[src/rtl/signed_distance_cell_vote_map_top_macros.svh]
// Assertion macros for the top file of the cell vote map.
`ifndef SIGNED_DISTANCE_CELL_VOTE_MAP_TOP_MACROS_SVH
`define SIGNED_DISTANCE_CELL_VOTE_MAP_TOP_MACROS_SVH

// The consequent must hold in the same cycle as the antecedent.
`define SDCVM_ASSERT_SAME(label, clk, rst, ante, cons, msg) \
   label: assert property (@(posedge clk) disable iff (rst) (ante) |-> (cons)) \
      else $error(msg);

// The consequent must hold in the cycle after the antecedent.
`define SDCVM_ASSERT_NEXT(label, clk, rst, ante, cons, msg) \
   label: assert property (@(posedge clk) disable iff (rst) (ante) |=> (cons)) \
      else $error(msg);

`endif

[src/rtl/sdcvm_pkg.sv]
package sdcvm_pkg;

   localparam int MAX_COLS   = 64;
   localparam int MAX_ROWS   = 64;
   localparam int COL_BITS   = $clog2(MAX_COLS);
   localparam int ROW_BITS   = $clog2(MAX_ROWS);
   localparam int ADDR_BITS  = COL_BITS + ROW_BITS;
   localparam int CELL_COUNT = MAX_COLS * MAX_ROWS;

   localparam int OP_BITS    = 2;
   localparam int DIST_BITS  = 24;
   localparam int COORD_BITS = 17;
   localparam int FRAC_BITS  = 16;
   localparam int CNT_BITS   = 16;
   localparam int SIZE_BITS  = 7;
   localparam int CELL_BITS  = 6;

   localparam int CSR_INDEX_BITS = 1;
   localparam int CSR_DATA_BITS  = SIZE_BITS;

   localparam int QUEUE_DEPTH = 2;
   localparam int QPTR_BITS   = $clog2(QUEUE_DEPTH);
   localparam int QCNT_BITS   = $clog2(QUEUE_DEPTH + 1);

   localparam logic [CSR_INDEX_BITS-1:0] CSR_MAP_WIDTH  = 1'b0;
   localparam logic [CSR_INDEX_BITS-1:0] CSR_MAP_HEIGHT = 1'b1;

   localparam logic [SIZE_BITS-1:0]  SIZE_RESET = SIZE_BITS'(64);
   localparam logic [SIZE_BITS-1:0]  COLS_TOP   = SIZE_BITS'(MAX_COLS);
   localparam logic [SIZE_BITS-1:0]  ROWS_TOP   = SIZE_BITS'(MAX_ROWS);
   localparam logic [COORD_BITS-1:0] COORD_ONE  = COORD_BITS'(65536);

   localparam logic signed [DIST_BITS-1:0] DIST_MIN = {1'b1, {(DIST_BITS-1){1'b0}}};
   localparam logic signed [DIST_BITS-1:0] DIST_MAX = {1'b0, {(DIST_BITS-1){1'b1}}};
   localparam logic [CNT_BITS-1:0]         CNT_MAX  = {CNT_BITS{1'b1}};

   typedef enum logic [OP_BITS-1:0] {
      OP_ADD   = 2'd0,
      OP_READ  = 2'd1,
      OP_CLEAR = 2'd2
   } op_type;

   typedef enum logic [1:0] {
      ST_CLEAR,
      ST_FETCH,
      ST_UPDATE
   } back_state_type;

   typedef struct packed {
      op_type                       op;
      logic [ADDR_BITS-1:0]         addr;
      logic signed [DIST_BITS-1:0]  distance;
   } entry_type;

   typedef struct packed {
      logic empty;
      logic full;
   } queue_status_type;

   typedef struct packed {
      logic [CNT_BITS-1:0]          pos_cnt;
      logic [CNT_BITS-1:0]          neg_cnt;
      logic signed [DIST_BITS-1:0]  max_dist;
      logic signed [DIST_BITS-1:0]  min_dist;
   } cell_word_type;

   localparam cell_word_type CLEAR_WORD = '{
      pos_cnt:  '0,
      neg_cnt:  '0,
      max_dist: DIST_MIN,
      min_dist: DIST_MAX
   };

   // A size of zero counts as one; anything above the grid counts as the grid.
   function automatic logic [SIZE_BITS-1:0] clamp_size(
      input logic [SIZE_BITS-1:0] v,
      input logic [SIZE_BITS-1:0] top
   );
      logic [SIZE_BITS-1:0] r;
      if (v == '0) begin
         r = SIZE_BITS'(1);
      end else if (v > top) begin
         r = top;
      end else begin
         r = v;
      end
      return r;
   endfunction

   // floor(coord * size / 1.0) with the coordinate held to 1.0 and the top
   // bin folded onto the last one.
   function automatic logic [CELL_BITS-1:0] bin_of(
      input logic [COORD_BITS-1:0] coord,
      input logic [SIZE_BITS-1:0]  size
   );
      logic [COORD_BITS-1:0]           c;
      logic [COORD_BITS+SIZE_BITS-1:0] prod;
      logic [SIZE_BITS:0]              b;
      c    = (coord > COORD_ONE) ? COORD_ONE : coord;
      prod = (COORD_BITS+SIZE_BITS)'(c) * (COORD_BITS+SIZE_BITS)'(size);
      b    = prod[COORD_BITS+SIZE_BITS-1:FRAC_BITS];
      if (b >= {1'b0, size}) begin
         b = {1'b0, size} - (SIZE_BITS+1)'(1);
      end
      return b[CELL_BITS-1:0];
   endfunction

endpackage

[src/rtl/sdcvm_queue.sv]
module sdcvm_queue import sdcvm_pkg::*; (
   input  logic              clock,
   input  logic              reset,
   input  logic              push,
   input  entry_type         push_entry,
   input  logic              pop,
   output entry_type         head,
   output queue_status_type  q_stat
);

   entry_type             slots_ff [QUEUE_DEPTH];
   logic [QPTR_BITS-1:0]  wr_ptr_ff, wr_ptr_in;
   logic [QPTR_BITS-1:0]  rd_ptr_ff, rd_ptr_in;
   logic [QCNT_BITS-1:0]  count_ff,  count_in;

   always_comb begin
      wr_ptr_in = push ? wr_ptr_ff + QPTR_BITS'(1) : wr_ptr_ff;
      rd_ptr_in = pop  ? rd_ptr_ff + QPTR_BITS'(1) : rd_ptr_ff;
      count_in  = count_ff;
      if (push && !pop) begin
         count_in = count_ff + QCNT_BITS'(1);
      end else if (pop && !push) begin
         count_in = count_ff - QCNT_BITS'(1);
      end
   end

   always_ff @(posedge clock) begin
      if (reset) begin
         wr_ptr_ff <= '0;
         rd_ptr_ff <= '0;
         count_ff  <= '0;
      end else begin
         wr_ptr_ff <= wr_ptr_in;
         rd_ptr_ff <= rd_ptr_in;
         count_ff  <= count_in;
      end
   end

   always_ff @(posedge clock) begin
      if (push) begin
         slots_ff[wr_ptr_ff] <= push_entry;
      end
   end

   assign head         = slots_ff[rd_ptr_ff];
   assign q_stat.empty = (count_ff == '0);
   assign q_stat.full  = (count_ff == QCNT_BITS'(QUEUE_DEPTH));

endmodule

[config.mk]
export PLATFORM = sky130hd
export DESIGN_NAME = sdcvm_queue
export DESIGN_NICKNAME = d
export VERILOG_FILES = /design/src/rtl/signed_distance_cell_vote_map_top_macros.svh /design/src/rtl/sdcvm_pkg.sv /design/src/rtl/sdcvm_queue.sv
export SDC_FILE = /design/constraint.sdc
export NUM_CORES = 1
export LEC_CHECK = 0
export ABC_AREA = 0
export BUFFER_PORTS_ARGS = -buffer_cell sky130_fd_sc_hd__buf_2
export CAP_MARGIN = 10
export CORE_MARGIN = 3
export CORE_UTILIZATION = 45
export DETAILED_ROUTE_END_ITERATION = 7
export HOLD_SLACK_MARGIN = 0.12
export PLACE_DENSITY = 0.71
export SKIP_LAST_GASP = 1
export SLEW_MARGIN = 20
export SYNTH_ARGS = -nofsm -noshare
export SYNTH_HDL_FRONTEND = slang
export SYNTH_SLANG_ARGS = --single-unit
[constraint.sdc]
create_clock -name clock -period 3.15 [get_ports clock]
set_input_delay 0.1575 -clock clock [delete_from_list [all_inputs] [get_ports clock]]
set_output_delay 0.1575 -clock clock [all_outputs]
set_load 0.02 [all_outputs]
* Yosys cells after proc, flatten, opt, wreduce, memory -nomap -nowiden *
Memory sizes are Yosys's and may differ from the RTL's. A register that Yosys moved wholly into a read port is not among the register bits.
Cells that the tools add are included.

cells by class
  add/sub/neg operators = 4
  equality and inequality tests = 1
  multiplexer cells = 6
  reductions and logical operators = 6

operator list
  operator             count
  $mux 1               4
  $mux 2               2
  $add 1x1->1 const B  2
  $add 2x1->2 const B  1
  $eq 2x2->1 const B   1
  $logic_and 1x1->1    2
  $logic_not 1->1      2
  $logic_not 2->1      1
  $reduce_bool 2->1    1
  $sub 2x1->2 const B  1

storage, ports and cells
  bits in registers = 4
  memory bits (writable) = 76
  input bits = 42
  output and inout port bits = 40
  memories kept = 1

memory list
  name      depth  bits a word  read ports  clocked after Yosys merged registers in  write ports  RTL line           text
  slots_ff  2      38           1           1                                        1            sdcvm_queue.sv:11  entry_type slots_ff [QUEUE_DEPTH];

* Depth between registers and ports, before layout *
  depth after elaboration = 4
  gate-level depth with buffers = 5

* Worst setup path after synthesis *
OpenSTA, ideal clock, no wires.

  path kind = register -> register
  start = reg wr_ptr_ff
  end = mem slots_ff[0][0] (netlist bit) (enable)
  library setup time = 438 ps
  arrival = 2031 ps
  required time = 2712 ps
  slack = 681 ps
  stages on the path, launching flop included = 2
  path buffers = 0
  period minus slack after synthesis = 2469 ps
  cell sequence = dfxtp_1 nor2b_1

RTL lines
  what                      RTL line           text
  start: declaration        sdcvm_queue.sv:12  logic [QPTR_BITS-1:0] wr_ptr_ff, wr_ptr_in;
  start signal: assignment  sdcvm_queue.sv:33  wr_ptr_ff <= wr_ptr_in;
  end: declaration          sdcvm_queue.sv:11

Straight into the memory's write port.

==> summary.txt <==
Status
  – Run status: finished, final reports clean

Worst setup path
  – Critical path capture point type: primary output
  – Crit Reg-Reg Endpoint: slots_ff[1][10]
  – CP Cell Sequence: mux2_2 > buf_2
  – Crit path depth: 2
  – Req. time, crit path: 2.99 ns
  – Arrival time worst endpoint: 1.88 ns
  – Crit start category: flop
  – CP max stage delay: 0.95 ns
  – Buf/Inv on CP: 1
  – Worst path top cell family by delay: flip-flops
  – R2R cell count: 1
  – R2r setup slk: 1.58 ns
  – Reg-to-reg startpoint: wr_ptr_ff
  – Slowest cell on the critical path: dfxtp_2
  – Crit Path Max Fanout: 38
  – Critical path class: flop to primary output

Detailed routing
  – Final wirelength: 5.37 mm
  – DR iter-0 viols: 118
  – ANT nets after route: 0
  – Avg Vias per Cell: 4.76
  – Per-cell routed wire length: 15.4 µm
  – # DRC: 0
  – First drt pass iteration count: 4
  – Vias: 1662

STA
  – Final setup viols: 0
  – Worst clock skew: 0.00676 ns
  – RSZ-0062 raised after global routing: no
  – Post-layout min period: 2.04 ns
  – Tcrit/Tclk final: 0.647
  – Setup TNS: 0 ns
  – Hold slack: 0.143 ns
  – Final slew viol count: 0
  – Hold Vio Cnt, Final: 0
  – Worst Tran Pin Value: 0.932 ns
  – Worst-case headroom to the max-slew limit: 0.379
  – Fmax: 491 MHz

Synth
  – Top-area cell type share of the netlist area: 0.773
  – Syn_nets: 183
  – Yosys Warn Count: 0
  – Largest family of logic cells by synthesized area: multiplexers
  – Dominant cells by area after synthesis: edfxtp_1, mux2_2, dfxtp_1, buf_6, nor2_1
  – Async SR Flop Fraction: 0
  – Mapped Area: 2950 µm²
  – Mux contribution to synthesized area: 0.145
  – Commonest register cell after synthesis: edfxtp_1
  – Synth Register Bits: 81
  – Seq/Total Area, Yosys: 0.807
  – Simple-Gate Fraction of Synth Area: 0.0157
  – Synth Area in XOR/XNOR: 0.0119
  – Compound-Gate Fraction of Synth Area: 0.00339
  – Number of flops mapped to enable cells by yosys: 76
  – Adder-cell area share of the yosys netlist: 0.00424
  – Distinct cell type count after synthesis: 17
  – Top-count cell post-synth: edfxtp_1
  – Syn Inst Count: 140
  – Synth top cells by count: edfxtp_1, mux2_2, dfxtp_1, nor2_1
  – Post-Syn Area per Cell: 21.1 µm²
  – Yosys top cell by area: edfxtp_1

GRT
  – Initial antenna violation count: 0
  – First-pass GRT wire length: 8.51 mm
  – Total Routing Usage GR: 0.150
  – Largest net degree at the start of global routing: 39
  – Vias in the first global route: 1805
  – Global route overflow: 0

Hold path
  – Hold EP: wr_ptr_ff
  – Hold Crit Start: push
  – Worst hold path stage count: 3
  – HP Class: input port to flop

Clock tree
  – Setup Buffers After CTS: 0
  – Cts bufs inserted: 9
  – CTS tree: yes
  – Later-pin clock latency in the skew report: 0.33 ns
  – CTS root buf: clkbuf_8
  – Clock buffer depth: 2
  – TritonCTS Sinks: 81
  – H-tree levels: 3
  – Worst-path clk slew: 0.08 ns

Floorplan
  – Standard-cell rows: 28
  – Die width: 87.0 µm
  – Core area: 6130 µm²
  – # IOs: 82
  – Die area: 7570 µm²
  – Initial Utilization: 0.482
  – Overall die height: 87.0 µm

Layout
  – Share of cells above drive strength 1: 0.507
  – # diodes: 0
  – Synth-to-Final Area Change: 36.3%
  – Layout net count: 313

Place
  – GP Congestion: 0.641
  – Post-detail-place hpwl: 3.08 mm
  – # port buffers: 81

Pwr
  – Leakage: 1.54 nW
  – Worst vdd ir: 0.290 mV
  – Total power: 0.00224 W
  – PwrDens: 558 nW/µm²

Run
  – Maximum capacitance violations: 0
-- area by class of cell --
| class | instances | area [µm²] |
|---|---|---|
| Clock buffer | 9 | 124 |
| Clock inverter | 6 | 36.3 |
| Fill cell | 433 | 2110 |
| Inverter | 1 | 3.75 |
| Multi-Input combinational cell | 54 | 541 |
| Sequential cell | 81 | 2380 |
| Tap cell | 75 | 93.8 |
| Timing Repair Buffer | 123 | 843 |
-- per-stage QoR --
stage                     setup WS [ns]  std cells  utilization  instance area [µm²]
after global routing              0.994        349        0.657                 4030
after CTS                          1.06        348        0.652                 4000
after floorplan                   0.681        140            -                 2950
after detailed placement           1.43        292        0.559                 3430
final                              1.11        349        0.657                 4030
after global placement             1.45        292        0.559                 3430
-- power by group --
part | internal, W | switching [W]
registers | 0.00125 | 0.0000374
clock network | 0.000277 | 0.000346
logic | 0.000162 | 0.000170
-- cells by family after synthesis --
family / Yosys count
mux: 38
buf+inv: 5
fa+ha+maj: 1
flops: 81
compound gates: 2
simple gates: 9
xor+xnor: 4
-- worst min-delay path, cell delays in order --
cell and delay [ns]:
buf_2 0.12, xnor2_1 0.07, nor2_1 0.08
-- how the worst max path moves through the flow --
stage,endpoint,from,slack (ns)
after floorplan,slots_ff[0][0],wr_ptr_ff,0.68
after global placement,head[24],flop,1.45
after detailed placement,head[24],flop,1.43
after CTS,head[24],flop,1.06
after global routing,head[3],flop,0.99
final,head[29],flop,1.11
-- metal layers --
| metal | wire, µm | GRT usage | vias up |
|---|---|---|---|
| met2 | 2830 | 0.267 | 51 |
| met1 | 2190 | 0.172 | 805 |
| met4 | 68 | 0.0637 | 0 |
| met5 | 0 | 0 | - |
| met3 | 280 | 0.0360 | 7 |
| li1 | - | - | 799 |
-- state kept, by name (all words and copies together), names as in the netlist, named ones only --
signal,flops
slots_ff,76
count_ff,2
rd_ptr_ff,1
wr_ptr_ff,1
-- placed cells by master (no fill, tap or decap) --
| cell type | instances |
|---|---|
| xnor2_1 | 2 |
| clkinv_2 | 4 |
| or3_1 | 1 |
| nor2_1 | 5 |
| mux2_2 | 38 |
| and2_2 | 1 |
| a21oi_1 | 1 |
| nor2b_4 | 1 |
| clkinv_4 | 1 |
| buf_16 | 1 |
| edfxtp_1 | 76 |
| ha_1 | 1 |
| xor2_1 | 2 |
| dlygate4sd3_1 | 41 |
| clkbuf_8 | 9 |
| clkinvlp_4 | 1 |
| dfxtp_1 | 4 |
| o21ai_0 | 1 |
| buf_2 | 81 |
| and2b_2 | 1 |
| inv_1 | 1 |
| dfxtp_2 | 1 |
-- repair_timing --
item,4_1_cts,5_1_grt
setup endpoints to repair,0,0
resized for setup,0,0
hold buffers,41,0
hold endpoints to repair,81,0
(Power assumes the default switching activity.)
