$ cat src/rtl/signed_distance_cell_vote_map_top_macros.svh
// Assertion macros for the top file of the cell vote map.
`ifndef SIGNED_DISTANCE_CELL_VOTE_MAP_TOP_MACROS_SVH
`define SIGNED_DISTANCE_CELL_VOTE_MAP_TOP_MACROS_SVH

// The consequent must hold in the same cycle as the antecedent.
`define SDCVM_ASSERT_SAME(label, clk, rst, ante, cons, msg) \
   label: assert property (@(posedge clk) disable iff (rst) (ante) |-> (cons)) \
      else $error(msg);

// The consequent must hold in the cycle after the antecedent.
`define SDCVM_ASSERT_NEXT(label, clk, rst, ante, cons, msg) \
   label: assert property (@(posedge clk) disable iff (rst) (ante) |=> (cons)) \
      else $error(msg);

`endif

$ cat src/rtl/sdcvm_pkg.sv
package sdcvm_pkg;

   localparam int MAX_COLS   = 64;
   localparam int MAX_ROWS   = 64;
   localparam int COL_BITS   = $clog2(MAX_COLS);
   localparam int ROW_BITS   = $clog2(MAX_ROWS);
   localparam int ADDR_BITS  = COL_BITS + ROW_BITS;
   localparam int CELL_COUNT = MAX_COLS * MAX_ROWS;

   localparam int OP_BITS    = 2;
   localparam int DIST_BITS  = 24;
   localparam int COORD_BITS = 17;
   localparam int FRAC_BITS  = 16;
   localparam int CNT_BITS   = 16;
   localparam int SIZE_BITS  = 7;
   localparam int CELL_BITS  = 6;

   localparam int CSR_INDEX_BITS = 1;
   localparam int CSR_DATA_BITS  = SIZE_BITS;

   localparam int QUEUE_DEPTH = 2;
   localparam int QPTR_BITS   = $clog2(QUEUE_DEPTH);
   localparam int QCNT_BITS   = $clog2(QUEUE_DEPTH + 1);

   localparam logic [CSR_INDEX_BITS-1:0] CSR_MAP_WIDTH  = 1'b0;
   localparam logic [CSR_INDEX_BITS-1:0] CSR_MAP_HEIGHT = 1'b1;

   localparam logic [SIZE_BITS-1:0]  SIZE_RESET = SIZE_BITS'(64);
   localparam logic [SIZE_BITS-1:0]  COLS_TOP   = SIZE_BITS'(MAX_COLS);
   localparam logic [SIZE_BITS-1:0]  ROWS_TOP   = SIZE_BITS'(MAX_ROWS);
   localparam logic [COORD_BITS-1:0] COORD_ONE  = COORD_BITS'(65536);

   localparam logic signed [DIST_BITS-1:0] DIST_MIN = {1'b1, {(DIST_BITS-1){1'b0}}};
   localparam logic signed [DIST_BITS-1:0] DIST_MAX = {1'b0, {(DIST_BITS-1){1'b1}}};
   localparam logic [CNT_BITS-1:0]         CNT_MAX  = {CNT_BITS{1'b1}};

   typedef enum logic [OP_BITS-1:0] {
      OP_ADD   = 2'd0,
      OP_READ  = 2'd1,
      OP_CLEAR = 2'd2
   } op_type;

   typedef enum logic [1:0] {
      ST_CLEAR,
      ST_FETCH,
      ST_UPDATE
   } back_state_type;

   typedef struct packed {
      op_type                       op;
      logic [ADDR_BITS-1:0]         addr;
      logic signed [DIST_BITS-1:0]  distance;
   } entry_type;

   typedef struct packed {
      logic empty;
      logic full;
   } queue_status_type;

   typedef struct packed {
      logic [CNT_BITS-1:0]          pos_cnt;
      logic [CNT_BITS-1:0]          neg_cnt;
      logic signed [DIST_BITS-1:0]  max_dist;
      logic signed [DIST_BITS-1:0]  min_dist;
   } cell_word_type;

   localparam cell_word_type CLEAR_WORD = '{
      pos_cnt:  '0,
      neg_cnt:  '0,
      max_dist: DIST_MIN,
      min_dist: DIST_MAX
   };

   // A size of zero counts as one; anything above the grid counts as the grid.
   function automatic logic [SIZE_BITS-1:0] clamp_size(
      input logic [SIZE_BITS-1:0] v,
      input logic [SIZE_BITS-1:0] top
   );
      logic [SIZE_BITS-1:0] r;
      if (v == '0) begin
         r = SIZE_BITS'(1);
      end else if (v > top) begin
         r = top;
      end else begin
         r = v;
      end
      return r;
   endfunction

   // floor(coord * size / 1.0) with the coordinate held to 1.0 and the top
   // bin folded onto the last one.
   function automatic logic [CELL_BITS-1:0] bin_of(
      input logic [COORD_BITS-1:0] coord,
      input logic [SIZE_BITS-1:0]  size
   );
      logic [COORD_BITS-1:0]           c;
      logic [COORD_BITS+SIZE_BITS-1:0] prod;
      logic [SIZE_BITS:0]              b;
      c    = (coord > COORD_ONE) ? COORD_ONE : coord;
      prod = (COORD_BITS+SIZE_BITS)'(c) * (COORD_BITS+SIZE_BITS)'(size);
      b    = prod[COORD_BITS+SIZE_BITS-1:FRAC_BITS];
      if (b >= {1'b0, size}) begin
         b = {1'b0, size} - (SIZE_BITS+1)'(1);
      end
      return b[CELL_BITS-1:0];
   endfunction

endpackage

$ cat src/rtl/sdcvm_if.sv
interface sdcvm_req_if import sdcvm_pkg::*; ();
   logic                         valid;
   logic                         ready;
   logic [OP_BITS-1:0]           opcode;
   logic signed [DIST_BITS-1:0]  distance;
   logic [COORD_BITS-1:0]        coord_u;
   logic [COORD_BITS-1:0]        coord_v;
   logic [CELL_BITS-1:0]         cell_col;
   logic [CELL_BITS-1:0]         cell_row;

   modport source (output valid, opcode, distance, coord_u, coord_v, cell_col, cell_row,
                   input ready);
   modport sink   (input valid, opcode, distance, coord_u, coord_v, cell_col, cell_row,
                   output ready);
endinterface


$ cat src/rtl/sdcvm_front.sv
module sdcvm_front import sdcvm_pkg::*; (
   input  logic                       clock,
   input  logic                       reset,
   sdcvm_req_if.sink                  req,
   input  logic                       csr_wr_en,
   input  logic [CSR_INDEX_BITS-1:0]  csr_index,
   input  logic [CSR_DATA_BITS-1:0]   csr_wdata,
   input  logic                       clearing,
   input  queue_status_type           q_stat,
   output logic                       push,
   output entry_type                  push_entry
);

   // Grid sizes are held already clamped to the legal range.
   logic [SIZE_BITS-1:0] width_ff,  width_in;
   logic [SIZE_BITS-1:0] height_ff, height_in;
   logic                 accept;
   logic [CELL_BITS-1:0] bin_col;
   logic [CELL_BITS-1:0] bin_row;

   always_comb begin
      width_in  = width_ff;
      height_in = height_ff;
      if (csr_wr_en) begin
         unique case (csr_index)
            CSR_MAP_WIDTH:  width_in  = clamp_size(csr_wdata, COLS_TOP);
            CSR_MAP_HEIGHT: height_in = clamp_size(csr_wdata, ROWS_TOP);
         endcase
      end
   end

   always_ff @(posedge clock) begin
      if (reset) begin
         width_ff  <= SIZE_RESET;
         height_ff <= SIZE_RESET;
      end else begin
         width_ff  <= width_in;
         height_ff <= height_in;
      end
   end

   assign req.ready = !q_stat.full && !clearing;
   assign accept    = req.valid && req.ready;
   assign bin_col   = bin_of(req.coord_u, width_ff);
   assign bin_row   = bin_of(req.coord_v, height_ff);

   // The cell fields are as wide as the grid, so every named cell is inside it.
   always_comb begin
      push                = 1'b0;
      push_entry.op       = OP_ADD;
      push_entry.addr     = {req.cell_row, req.cell_col};
      push_entry.distance = req.distance;
      unique case (req.opcode)
         OP_ADD: begin
            push            = accept;
            push_entry.op   = OP_ADD;
            push_entry.addr = {bin_row, bin_col};
         end
         OP_READ: begin
            push          = accept;
            push_entry.op = OP_READ;
         end
         OP_CLEAR: begin
            push          = accept;
            push_entry.op = OP_CLEAR;
         end
         default: begin
            push = 1'b0;
         end
      endcase
   end

endmodule

$ cat src/flat_wrapper.sv
// flat-port wrapper written by rule: the top's interface ports become plain ports
module sdcvm_front_flat import sdcvm_pkg::*;
  (clock, reset, csr_wr_en, csr_index, csr_wdata, clearing, q_stat, push, push_entry, req_valid, req_opcode, req_distance, req_coord_u, req_coord_v, req_cell_col, req_cell_row, req_ready);
  sdcvm_req_if req_i ();
  input  logic clock;
  input  logic reset;
  input  logic csr_wr_en;
  input  logic [CSR_INDEX_BITS-1:0] csr_index;
  input  logic [CSR_DATA_BITS-1:0] csr_wdata;
  input  logic clearing;
  input  queue_status_type q_stat;
  output logic push;
  output entry_type push_entry;
  input wire logic [$bits(req_i.valid)-1:0] req_valid;
  input wire logic [$bits(req_i.opcode)-1:0] req_opcode;
  input wire logic [$bits(req_i.distance)-1:0] req_distance;
  input wire logic [$bits(req_i.coord_u)-1:0] req_coord_u;
  input wire logic [$bits(req_i.coord_v)-1:0] req_coord_v;
  input wire logic [$bits(req_i.cell_col)-1:0] req_cell_col;
  input wire logic [$bits(req_i.cell_row)-1:0] req_cell_row;
  output wire logic [$bits(req_i.ready)-1:0] req_ready;
  assign req_i.valid = req_valid;
  assign req_i.opcode = req_opcode;
  assign req_i.distance = req_distance;
  assign req_i.coord_u = req_coord_u;
  assign req_i.coord_v = req_coord_v;
  assign req_i.cell_col = req_cell_col;
  assign req_i.cell_row = req_cell_row;
  assign req_ready = req_i.ready;
  sdcvm_front u_core (.clock(clock), .reset(reset), .req(req_i), .csr_wr_en(csr_wr_en), .csr_index(csr_index), .csr_wdata(csr_wdata), .clearing(clearing), .q_stat(q_stat), .push(push), .push_entry(push_entry));
endmodule
$ cat config.mk
export PLATFORM = sky130hd
export DESIGN_NAME = sdcvm_front_flat
export DESIGN_NICKNAME = d
export VERILOG_FILES = /design/src/rtl/signed_distance_cell_vote_map_top_macros.svh /design/src/rtl/sdcvm_pkg.sv /design/src/rtl/sdcvm_if.sv /design/src/rtl/sdcvm_front.sv /design/src/flat_wrapper.sv
export SDC_FILE = /design/constraint.sdc
export NUM_CORES = 1
export LEC_CHECK = 0
export BUFFER_PORTS_ARGS = -buffer_cell sky130_fd_sc_hd__buf_2
export CAP_MARGIN = 20
export CORE_ASPECT_RATIO = 0.5
export CORE_MARGIN = 2
export CORE_UTILIZATION = 55
export CTS_CLUSTER_SIZE = 30
export DETAILED_ROUTE_END_ITERATION = 7
export GPL_ROUTABILITY_DRIVEN = 1
export PLACE_DENSITY = 0.81
export SYNTH_ARGS = -nofsm -noshare
export SYNTH_HDL_FRONTEND = slang
export SYNTH_SLANG_ARGS = --single-unit
$ cat constraint.sdc
create_clock -name clock -period 10.2 [get_ports clock]
set_clock_uncertainty 0.2 [all_clocks]
set_input_delay 1.53 -clock clock [delete_from_list [all_inputs] [get_ports clock]]
set_output_delay 1.53 -clock clock [all_outputs]
set_load 0.05 [all_outputs]
# --- Word-level counts from Yosys, hierarchy flattened ---
# Index checks and enable logic that the tools add are counted.
# Widths: inputs -> output; s select.
word_totals:
  in_bits: 87
  wordCells: 32
  reg_bits: 14
classes:
  n_mux: 9
  add_sub_neg: 2
  eq_ne: 2
  n_mul: 2
  n_bitwise: 1
  magnitude_cmp: 5
  n_reduce_logical: 9
ops:
  columns: ["operator", "count"]
  rows:
  - ["$mul 17x7->24", 2]
  - ["$gt 17x17->1 const B", 2]
  - ["$mux 17", 2]
  - ["$ge 8x7->1", 2]
  - ["$mux 7", 2]
  - ["$mux 12", 1]
  - ["$mux 6", 2]
  - ["$sub 6x1->6 const B", 2]
  - ["$gt 7x7->1 const B", 1]
  - ["$logic_not 7->1", 1]
  - ["$pmux 2 s2", 1]
  - ["$reduce_and 2->1", 2]
  - ["$reduce_or 3->1", 1]
  - ["$eq 2x1->1 const B", 1]
  - ["$eq 2x2->1 const B", 1]
  - ["$logic_and 1x1->1", 2]
  - ["$logic_not 1->1", 2]
  - ["$logic_not 2->1", 1]
  - ["$mux 1", 1]
  - ["$not 1->1", 1]

# --- Depth between registers and ports, before layout ---
logic_depth:
  word_depth: 6
  mapped_depth: 31
  mapped_depth_nobuf: 30

# --- Worst setup path before layout ---
# Ideal clock, no wire load.
synth_timing:
  path_kind: "input port to output port"
  from: "in req_coord_u[8]"
  to: "out push_entry[27] in the netlist's numbering"
  t_required_ps: 8470
  arrival_ps: 8845
  path_stages: 28
  path_buffers: 2
  path_slack_ps: -375
  path_cell_list: "or4_4 o41ai_4 buf_1 clkbuf_1 and3_1 fa_1 fa_1 fa_1 inv_1 fa_1 inv_1 ha_1 nand4_1 a21oi_1 o211ai_1 nor2b_1 nor4b_1 a211oi_1 xnor2_1 ha_1 a21oi_1 nor2b_1 o21ai_0 a21oi_1 a21o_1 a211oi_2 mux2i_1 o21ai_1"
synth_lines:
  columns: ["item", "line_no", "text"]
  rows:
  - ["start: declaration", "flat_wrapper.sv:17", "input wire logic [$bits(req_i.coord_u)-1:0] req_coord_u;"]
  - ["end: declaration", "flat_wrapper.sv:13", "output entry_type push_entry;"]

==> impl_metrics.py <==
metrics = {
    "run_status": {
        "status": "finished, violations left",
        "violations": "negative setup slack",
    },
    "global_routing": {
        "overflow": 0,
        "grt_pass1_wl_mm": 36.2,
        "grt_usage_pct": 27.7,
        "grt_pass1_vias": 7951,
        "grt_max_degree": 19,
        "antenna_found_initial": 1,
    },
    "sta": {
        "whs_ns": 0.287,
        "final.setup.worst_slack_ns": -0.0670,
        "min_period_ns": 10.27,
        "setup_viol_count_final": 5,
        "fmax_mhz": 97.4,
        "slew_headroom_pct": 29.6,
        "hold_viol": 0,
        "slew_viol_final": 0,
        "worst_pin_slew_ns": 1.06,
        "tns_ns": -0.201,
        "period_share_pct": 101,
        "rsz0062_at_grt": "true",
    },
    "logic_synthesis": {
        "synth-edff-count": 0,
        "synth_nets": 1307,
        "yosysUniqueCellTypes": 53,
        "yosys_register_bits": 14,
        "ys_seq_area_share_pct": 3.42,
        "ys.flop_type": "dfxtp_1",
        "synthCells": 978,
        "syn_avg_cell_area_sq_um": 8.38,
        "syn_area_sq_um": 8200,
        "ys_warn_count": 0,
        "async_flop_share_pct": 0,
    },
    "final_layout": {
        "final_util_pct": 70.6,
        "final_nets": 1454,
        "nFillCells": 1068,
        "areaGrowthSynthToFinish_pct": 24.9,
        "finalInstanceArea_sq_um": 10200,
        "layout-drive-gt1-share_pct": 25.7,
        "antenna_cells": 0,
    },
    "worst_setup_path": {
        "rr_endpoint": "u_core.width_ff[2]",
        "crit_fanout": 16,
        "crit_path_start_kind": "input port",
        "reg2reg_slack_ns": 8.79,
        "slowest_delay_ns": 0.54,
        "cpMostUsedCell": "fa_1",
        "startpoint": "req_coord_u[0]",
        "crit_slowest_cell": "or4_4",
        "rr_startpoint": "u_core.width_ff[2]",
        "end_kind": "output pin",
        "cp.arrival_ns": 8.54,
        "worstSetupPathType": "input port to output pin",
        "reg2reg_depth": 2,
        "cp_data_required_time_ns": 8.47,
    },
    "worst_hold_path": {
        "hold_class": "flip-flop to flip-flop",
        "whs_path_depth": 2,
        "min_to": "u_core.height_ff[5]",
        "hold_path.startpoint": "u_core.height_ff[5]",
    },
    "placed_design": {
        "placed_area_sq_um": 9270,
        "place_congestion": 0.856,
        "place_hpwl_mm": 16.7,
        "io_buffers": 77,
    },
    "power_and_ir_drop": {
        "max-vdd-ir-drop_v": 0.0000388,
        "power_uw": 453,
        "p_per_area_nw_per_um2": 44.3,
        "leakage_nw": 5.56,
    },
    "clocking": {
        "clkSlewWorstSetupHoldPaths_ns": 0.04,
        "clock_latency_ns": 0.24,
        "h-tree-depth": 1,
        "root_buffer": "clkbuf_16",
        "cts_made_buffers": 3,
        "cts_tree": "built",
        "cts.sinks": 14,
        "clock_path_buffers": 2,
    },
    "die": {
        "core_area_sq_um": 14500,
        "io_pins": 127,
        "die_h_um": 90.3,
        "initial_core_util_pct": 56.5,
        "dieArea_sq_um": 16000,
        "rows": 31,
        "fp.dieW_um": 177,
    },
    "routing": {
        "via_per_inst": 5.58,
        "drt_wl_total_mm": 22.2,
        "post_drt_wl_per_cell_um": 16.8,
        "drcViolationCount": 0,
        "dr.pass1.iters": 7,
        "vias": 7375,
        "drtIter0Drc": 385,
        "drtAntennaViolNets": 0,
    },
    "job": {
        "cap_viol_max_count": 0,
    },
}
[report_power, final]
| part | internal (mW) | total (mW) | switching, mW |
|---|---|---|---|
| Clock | 0.0512 | 0.0733 | 0.0221 |
| Sequential | 0.0568 | 0.0623 | 0.00547 |
| Combinational | 0.139 | 0.317 | 0.178 |
| Total | 0.248 | 0.453 | 0.206 |
[cells in the mapped netlist (4+ instances only)]
cell type	n	area share, %
nor3b_1	5	0.46
nand3_1	18	1.1
a21oi_1	32	2.0
nand2b_1	10	0.76
a211oi_1	4	0.37
xor2_1	7	0.75
o311ai_1	4	0.43
xnor2_1	18	1.9
and3_2	6	0.55
dfxtp_1	14	3.4
ha_1	96	15
or3_1	4	0.31
nor2b_1	8	0.61
a21o_1	4	0.37
and2_1	85	6.5
o21ai_0	10	0.61
nor2_1	41	1.9
inv_1	185	8.5
and3_1	66	5.0
nor4_1	6	0.46
nand2_1	99	4.5
clkbuf_1	28	1.3
fa_1	146	36
nor3_1	9	0.55
buf_4	24	2.2
nand3b_1	6	0.55
[layer usage]
metal	vias to the layer above	wire length (um)	global-route usage, %	share of wire, %
met4	2	657	9.23	3.0
met3	73	1060	2.44	4.8
li1	3376	-	-	-
met1	3674	8730	33.0	39
met5	-	18	0	0.081
met2	250	11700	52.5	53
[metrics by stage]
stage | setup slack [ns] | cells
final | -0.0670 | 1321
after global routing | -0.368 | 1321
after CTS | -0.00188 | 1311
after detailed placement | -0.413 | 1291
after global placement | -0.147 | 1291
after floorplan | -0.291 | 978
[cells in the final DEF (no fill, tap or decap), types with 28 or more instances in the layout]
| cell type | synthesis | routed |
|---|---|---|
| and2_1 | 85 | 79 |
| and3_1 | 66 | 63 |
| buf_2 | 0 | 60 |
| buf_4 | 24 | 102 |
| buf_6 | 0 | 28 |
| fa_1 | 146 | 144 |
| ha_1 | 96 | 87 |
| inv_1 | 185 | 180 |
| nand2_1 | 99 | 97 |
| nor2_1 | 41 | 33 |
[logic make-up (layout without fill, tap and decap cells)]
group / count (synthesis) / after routing / synth area share, %
fa+ha+maj: 242 / 242 / 50.3
compound gates: 82 / 82 / 6.84
simple gates: 375 / 375 / 24.5
mux: 2 / 2 / 0.305
flops: 14 / 14 / 3.42
xor+xnor: 25 / 25 / 2.67
buf+inv: 238 / 383 / 12.0
[state kept, by name, indices dropped and copies added, names as in the netlist]
name              cells
u_core.height_ff      7
u_core.width_ff       7
[critical path, delay by kind of cell]
family | cells | cell delay (ns)
adder cells (fa/ha/maj) | 6 | 2.53
AND/OR/NAND/NOR | 6 | 1.38
buffers and inverters | 9 | 1.16
XOR/XNOR | 1 | 0.17
multiplexers | 1 | 0.35
AO/OA/AOI/OAI | 7 | 1.37
[layout make-up]
class / instances / area (sq um) / share of cell area, %
multi-input cells: 726 / 7470 / 72.9
repair buffers: 195 / 1470 / 14.4
inverters: 185 / 694 / 6.78
flip-flops and latches: 14 / 280 / 2.74
well taps: 198 / 248 / 2.42
clock buffers: 3 / 75.1 / 0.733
[repair_timing]
action | 4_1_cts | 5_1_grt
hold buffers | 0 | 0
resized for setup | 65 | 93
endpoints found under the setup margin | 12 | 12
cloned | 5 | 2
pin swaps | 55 | 66
setup buffers | 12 | 8
[how the worst max path moves through the flow]
stage                endpoint  slack (ns)
2_1_floorplan  push_entry[32]       -0.29
3_3_place_gp   push_entry[24]       -0.15
3_5_place_dp   push_entry[29]       -0.41
4_1_cts        push_entry[24]      -0.002
5_1_grt        push_entry[27]       -0.37
6_report       push_entry[24]       -0.07
(Power assumes the default switching activity.)
